**src/deq_pkg.sv**
```systemverilog
`timescale 1ns / 1ps
// ----------------------------------------------------------------------------
// deq_pkg
// shared types for the bounded double-ended queue: word formats, command
// codes and the control and status bundles between controller and datapath
// ----------------------------------------------------------------------------
package deq_pkg;

    localparam int unsigned FIELD_WIDTH = 32;

    typedef enum logic [2:0] {
        CMD_PUSH_FRONT = 3'd0,
        CMD_PUSH_BACK  = 3'd1,
        CMD_POP_FRONT  = 3'd2,
        CMD_POP_BACK   = 3'd3,
        CMD_SIZE       = 3'd4,
        CMD_EMPTY      = 3'd5,
        CMD_FRONT      = 3'd6,
        CMD_BACK       = 3'd7
    } cmd_t;

    typedef struct packed {
        cmd_t                           command;
        logic signed [FIELD_WIDTH-1:0]  push_value;
    } in_word_t;

    typedef struct packed {
        logic signed [FIELD_WIDTH-1:0]  result_value;
        logic                           was_empty;
    } out_word_t;

    typedef struct packed {
        logic load_in;
        logic write_mem;
        logic read_mem;
        logic load_out_calc;
        logic load_out_mem;
        logic ins_front;
        logic ins_back;
        logic rem_front;
        logic rem_back;
    } ctl_t;

    typedef struct packed {
        cmd_t command;
        logic is_empty;
        logic is_full;
        logic out_full;
    } sts_t;

endpackage

```
**src/deq_ctrl.sv**
```systemverilog
`timescale 1ns / 1ps
// ----------------------------------------------------------------------------
// deq_ctrl
// one-hot sequencer: takes a word, executes it, and for pops and peeks on a
// non-empty queue waits on the registered store read
// ----------------------------------------------------------------------------
module deq_ctrl
    import deq_pkg::*;
(
    input  logic clk,
    input  logic rst_n,
    input  logic cmd_valid,
    output logic cmd_stall,
    input  sts_t sts,
    output ctl_t ctl
);

    typedef enum logic [2:0] {
        S_IDLE = 3'b001,
        S_EXEC = 3'b010,
        S_READ = 3'b100
    } state_t;

    state_t state_reg;
    state_t state_next;
    logic   is_push;
    logic   is_query;

    assign is_push  = (sts.command == CMD_PUSH_FRONT) || (sts.command == CMD_PUSH_BACK);
    assign is_query = (sts.command == CMD_SIZE) || (sts.command == CMD_EMPTY);
    assign cmd_stall = (state_reg != S_IDLE);

    always_comb
    begin
        ctl        = '0;
        state_next = state_reg;
        case (state_reg)
            S_IDLE:
            begin
                if (cmd_valid)
                begin
                    ctl.load_in = 1'b1;
                    state_next  = S_EXEC;
                end
            end
            S_EXEC:
            begin
                if (is_push)
                begin
                    if (!sts.is_full)
                    begin
                        ctl.write_mem = 1'b1;
                        ctl.ins_front = (sts.command == CMD_PUSH_FRONT);
                        ctl.ins_back  = (sts.command == CMD_PUSH_BACK);
                    end
                    state_next = S_IDLE;
                end
                else if (!sts.out_full)
                begin
                    if (is_query || sts.is_empty)
                    begin
                        ctl.load_out_calc = 1'b1;
                        state_next        = S_IDLE;
                    end
                    else
                    begin
                        ctl.read_mem = 1'b1;
                        state_next   = S_READ;
                    end
                end
            end
            S_READ:
            begin
                ctl.load_out_mem = 1'b1;
                ctl.rem_front    = (sts.command == CMD_POP_FRONT);
                ctl.rem_back     = (sts.command == CMD_POP_BACK);
                state_next       = S_IDLE;
            end
            default:
            begin
                state_next = S_IDLE;
            end
        endcase
    end

    always_ff @(posedge clk or negedge rst_n)
    begin
        if (!rst_n)
        begin
            state_reg <= S_IDLE;
        end
        else
        begin
            state_reg <= state_next;
        end
    end

endmodule

```
**config.mk**
```make
export PLATFORM = sky130hd
export DESIGN_NAME = deq_ctrl
export DESIGN_NICKNAME = d
export VERILOG_FILES = /design/src/deq_pkg.sv /design/src/deq_ctrl.sv
export SDC_FILE = /design/constraint.sdc
export NUM_CORES = 1
export LEC_CHECK = 0
export BUFFER_PORTS_ARGS = -buffer_cell sky130_fd_sc_hd__buf_2
export CORE_AREA = 2 2 39 41
export DETAILED_ROUTE_END_ITERATION = 10
export DIE_AREA = 0 0 41 43
export GPL_ROUTABILITY_DRIVEN = 0
export SYNTH_ARGS = -nofsm -noshare
export SYNTH_HDL_FRONTEND = slang
export SYNTH_SLANG_ARGS = --single-unit
```
**constraint.sdc**
```tcl
create_clock -name clk -period 1.15 [get_ports clk]
set_input_delay 0.23 -clock clk [delete_from_list [all_inputs] [get_ports clk]]
set_output_delay 0.23 -clock clk [all_outputs]
set_load 0.01 [all_outputs]
```
==> metrics.txt <==
Synthesis Warnings 0; largest net degree at the start of global routing 7; Cell Area, Placed 445.4 um2; EDFF count, synth 0; Crit path max-delay family simple AND/OR/NAND/NOR gates; setup violators final 12; TritonRoute pass-1 iters 3; share of power burned in registers 0.243; most common cell in the netlist nor2_1; total track usage 0.1067; first-pass GRT wire length 1290 um; sequential area share after synthesis 0.3065; critical path's largest stage delay roughly 370 ps; Mapped Area 249.0 um2; minimum clock period 1594 ps; core area 1384 um2; failing checks negative setup slack; Detailed Place HPWL 597.9 um; nets 69; Gate power share 0.469; power per cell area 1184 nW/um2; number of synthesized register bits 3; Worst EP arrival 1360 ps; detailed-route wire length 739 um; critical path class reg2out; Final period util 1.386; Die Height between 40 and 50 um; clock root cell clkbuf_4; Int Pwr ~430 uW; Synth Area in Compound Gates 0.1055; area of the multi-input gates 230.2 um2; status finished with violations; area grow syn2layout 114.6%; initial DRC count 4; largest family of logic cells by synthesized area simple AND/OR/NAND/NOR gates; drt wl/cell a little under 10 um; # fillers ~160; total gr overflow 0; Antenna diodes 0; Mapped Nets 36; clock latency on the worst-skew pair 230 ps; worst-margin pin slew 347.3 ps; distinct cell type count after synthesis 20; die width a little over 40 um; post-route cell area 534.3 um2; cell count after synthesis 27; Reg area 76.32 um2; Slowest-stage cell, CP dfrtp_1; WP data required 920 ps; clock-pin slew on the worst setup and hold paths 30 ps; Leak 0.2678 nW; Synth Flop Type dfrtp_1; worst vdd ir 0.5291 mV; CTS tree built; synthesized-area fraction occupied by and/or/nand/nor cells 0.5327; Syn Area/Cell 9.222 um2; pins over their slew limit 0; initial core utilization 0.1799; Die ar. about 1800 um2; # rows 14; via count 325; ys async rst share 1.000; Final Util 0.3861; Final Power 632.4 uW; Final WS setup -443.7 ps; Detail Route Antenna Nets 0; max_cap viols 0; CP Buf/Inv Count 1; post-synth top area cell dfrtp_1; PortBufs 18; Sw Ratio 0.3180; Sw Pwr 201.1 uW; share of post-route cells with drive strength above 1 0.6949; Largest register FFs 3; worst-path maximum fanout 3; unrepaired setup endpoints after global routing yes; total CTS buffers 3; worst clock skew 2.406 ps; critical-path cell list nand2b_4 > or2_4 > nor4b_4 > buf_2; Synth top area share 0.2010; Synth Area in XOR/XNOR 0; initial antenna violation count 0; Worst Setup End Kind output pin; max_slew headroom 0.7660; multiplexer share of the synthesized area 0.04020; Synth top cells by count nor2_1 (5), and2_1 (2), dfrtp_1 (2), nor4b_1 (2); Hold/Removal Path Class in2reg; Worst setup SP type register; Clock power frac 0.288; fmax approximately 630 MHz; CTS sink count 3; via density per instance roughly 4.3; main area contributors after synthesis dfrtp_1 (20%), dfstp_2 (11%), nor4b_4 (9.5%); Final Hold Fails 0; vias in the first global route 333; htree depth 1; Post-Synth Adder-Cell Area 0; I/O pins 19; drt drc 0; Clock Tree Buf Depth 2
==> worst paths after layout <==
kind / slack (ps) / endpoint / cells after the start / from
min in group asynchronous: 330 / state_reg[1] / 2 / rst_n
max in group asynchronous: 630 / state_reg[0] / 2 / rst_n
worst min-delay path: 250 / state_reg[2] / 2 / sts[2]
worst min register to register: 570 / state_reg[0] / 2 / state_reg[0]
worst max register to register: -230 / state_reg[2] / 5 / state_reg[2]
worst max-delay path: -440 / ctl[6] / 4 / state_reg[2]
==> what timing repair did <==
| action | in CTS | in global routing |
|---|---|---|
| endpoints found under the hold margin | 3 | 0 |
| setup buffers | 2 | 1 |
| pin swaps | 4 | 3 |
| gates resized for setup | 7 | 1 |
| hold buffers | 1 | 0 |
| setup endpoints to repair | 12 | 12 |
==> kinds of logic (layout without fill, tap and decap cells) <==
logic type      count (synthesis)  after routing
simple gates                   18             18
compound gates                  4              4
flops                           3              3
mux                             1              1
buf+inv                         1             33
==> cells in the final DEF (no fill, tap or decap), types with 2 or more instances in the layout <==
| cell | Yosys | final |
|---|---|---|
| and2_1 | 2 | 2 |
| buf_2 | 0 | 17 |
| buf_4 | 0 | 8 |
| buf_6 | 0 | 2 |
| clkbuf_4 | 0 | 3 |
| dfrtp_1 | 2 | 2 |
| nor2_1 | 5 | 4 |
| nor4b_4 | 1 | 2 |
==> layout make-up <==
| class | count | area share |
|---|---|---|
| multi-input combinational | 23 | 0.4309 |
| timing repair buffer | 28 | 0.3326 |
| sequential | 3 | 0.1429 |
| clock buffer | 4 | 0.04918 |
| tap | 16 | 0.03747 |
| inverter | 1 | 0.007026 |
==> stage by stage <==
step                std cells  hold WS [ps]  worst slack [ps]  setup TNS [ps]
floorplan                  27        -65.59            -154.1          -500.0
detailed placement         69         27.70            -219.5           -1105
global route               75         244.6            -492.4           -4195
CTS                        75         243.3            -454.9           -3509
global placement           69         25.42            -197.0          -849.9
finish                     75         246.1            -443.7           -3226
==> power by group through the flow <==
stage                     combinational, mW  clock [mW]  sequential [mW]
after detailed placement              0.233           0            0.156
after floorplan                       0.108           0            0.156
after global routing                  0.324       0.204            0.159
final                                 0.296       0.182            0.154
after global placement                0.229           0            0.155
after CTS                             0.281       0.189            0.156
==> layer usage <==
metal	global-route usage	part of all wire	vias up
li1	-	-	162
met1	0.1169	0.40	151
met2	0.1719	0.51	12
met3	0.03141	0.089	0
met4	0.06000	0	0
met5	0	0	-
Note: power is estimated with default switching activity, not from simulation.
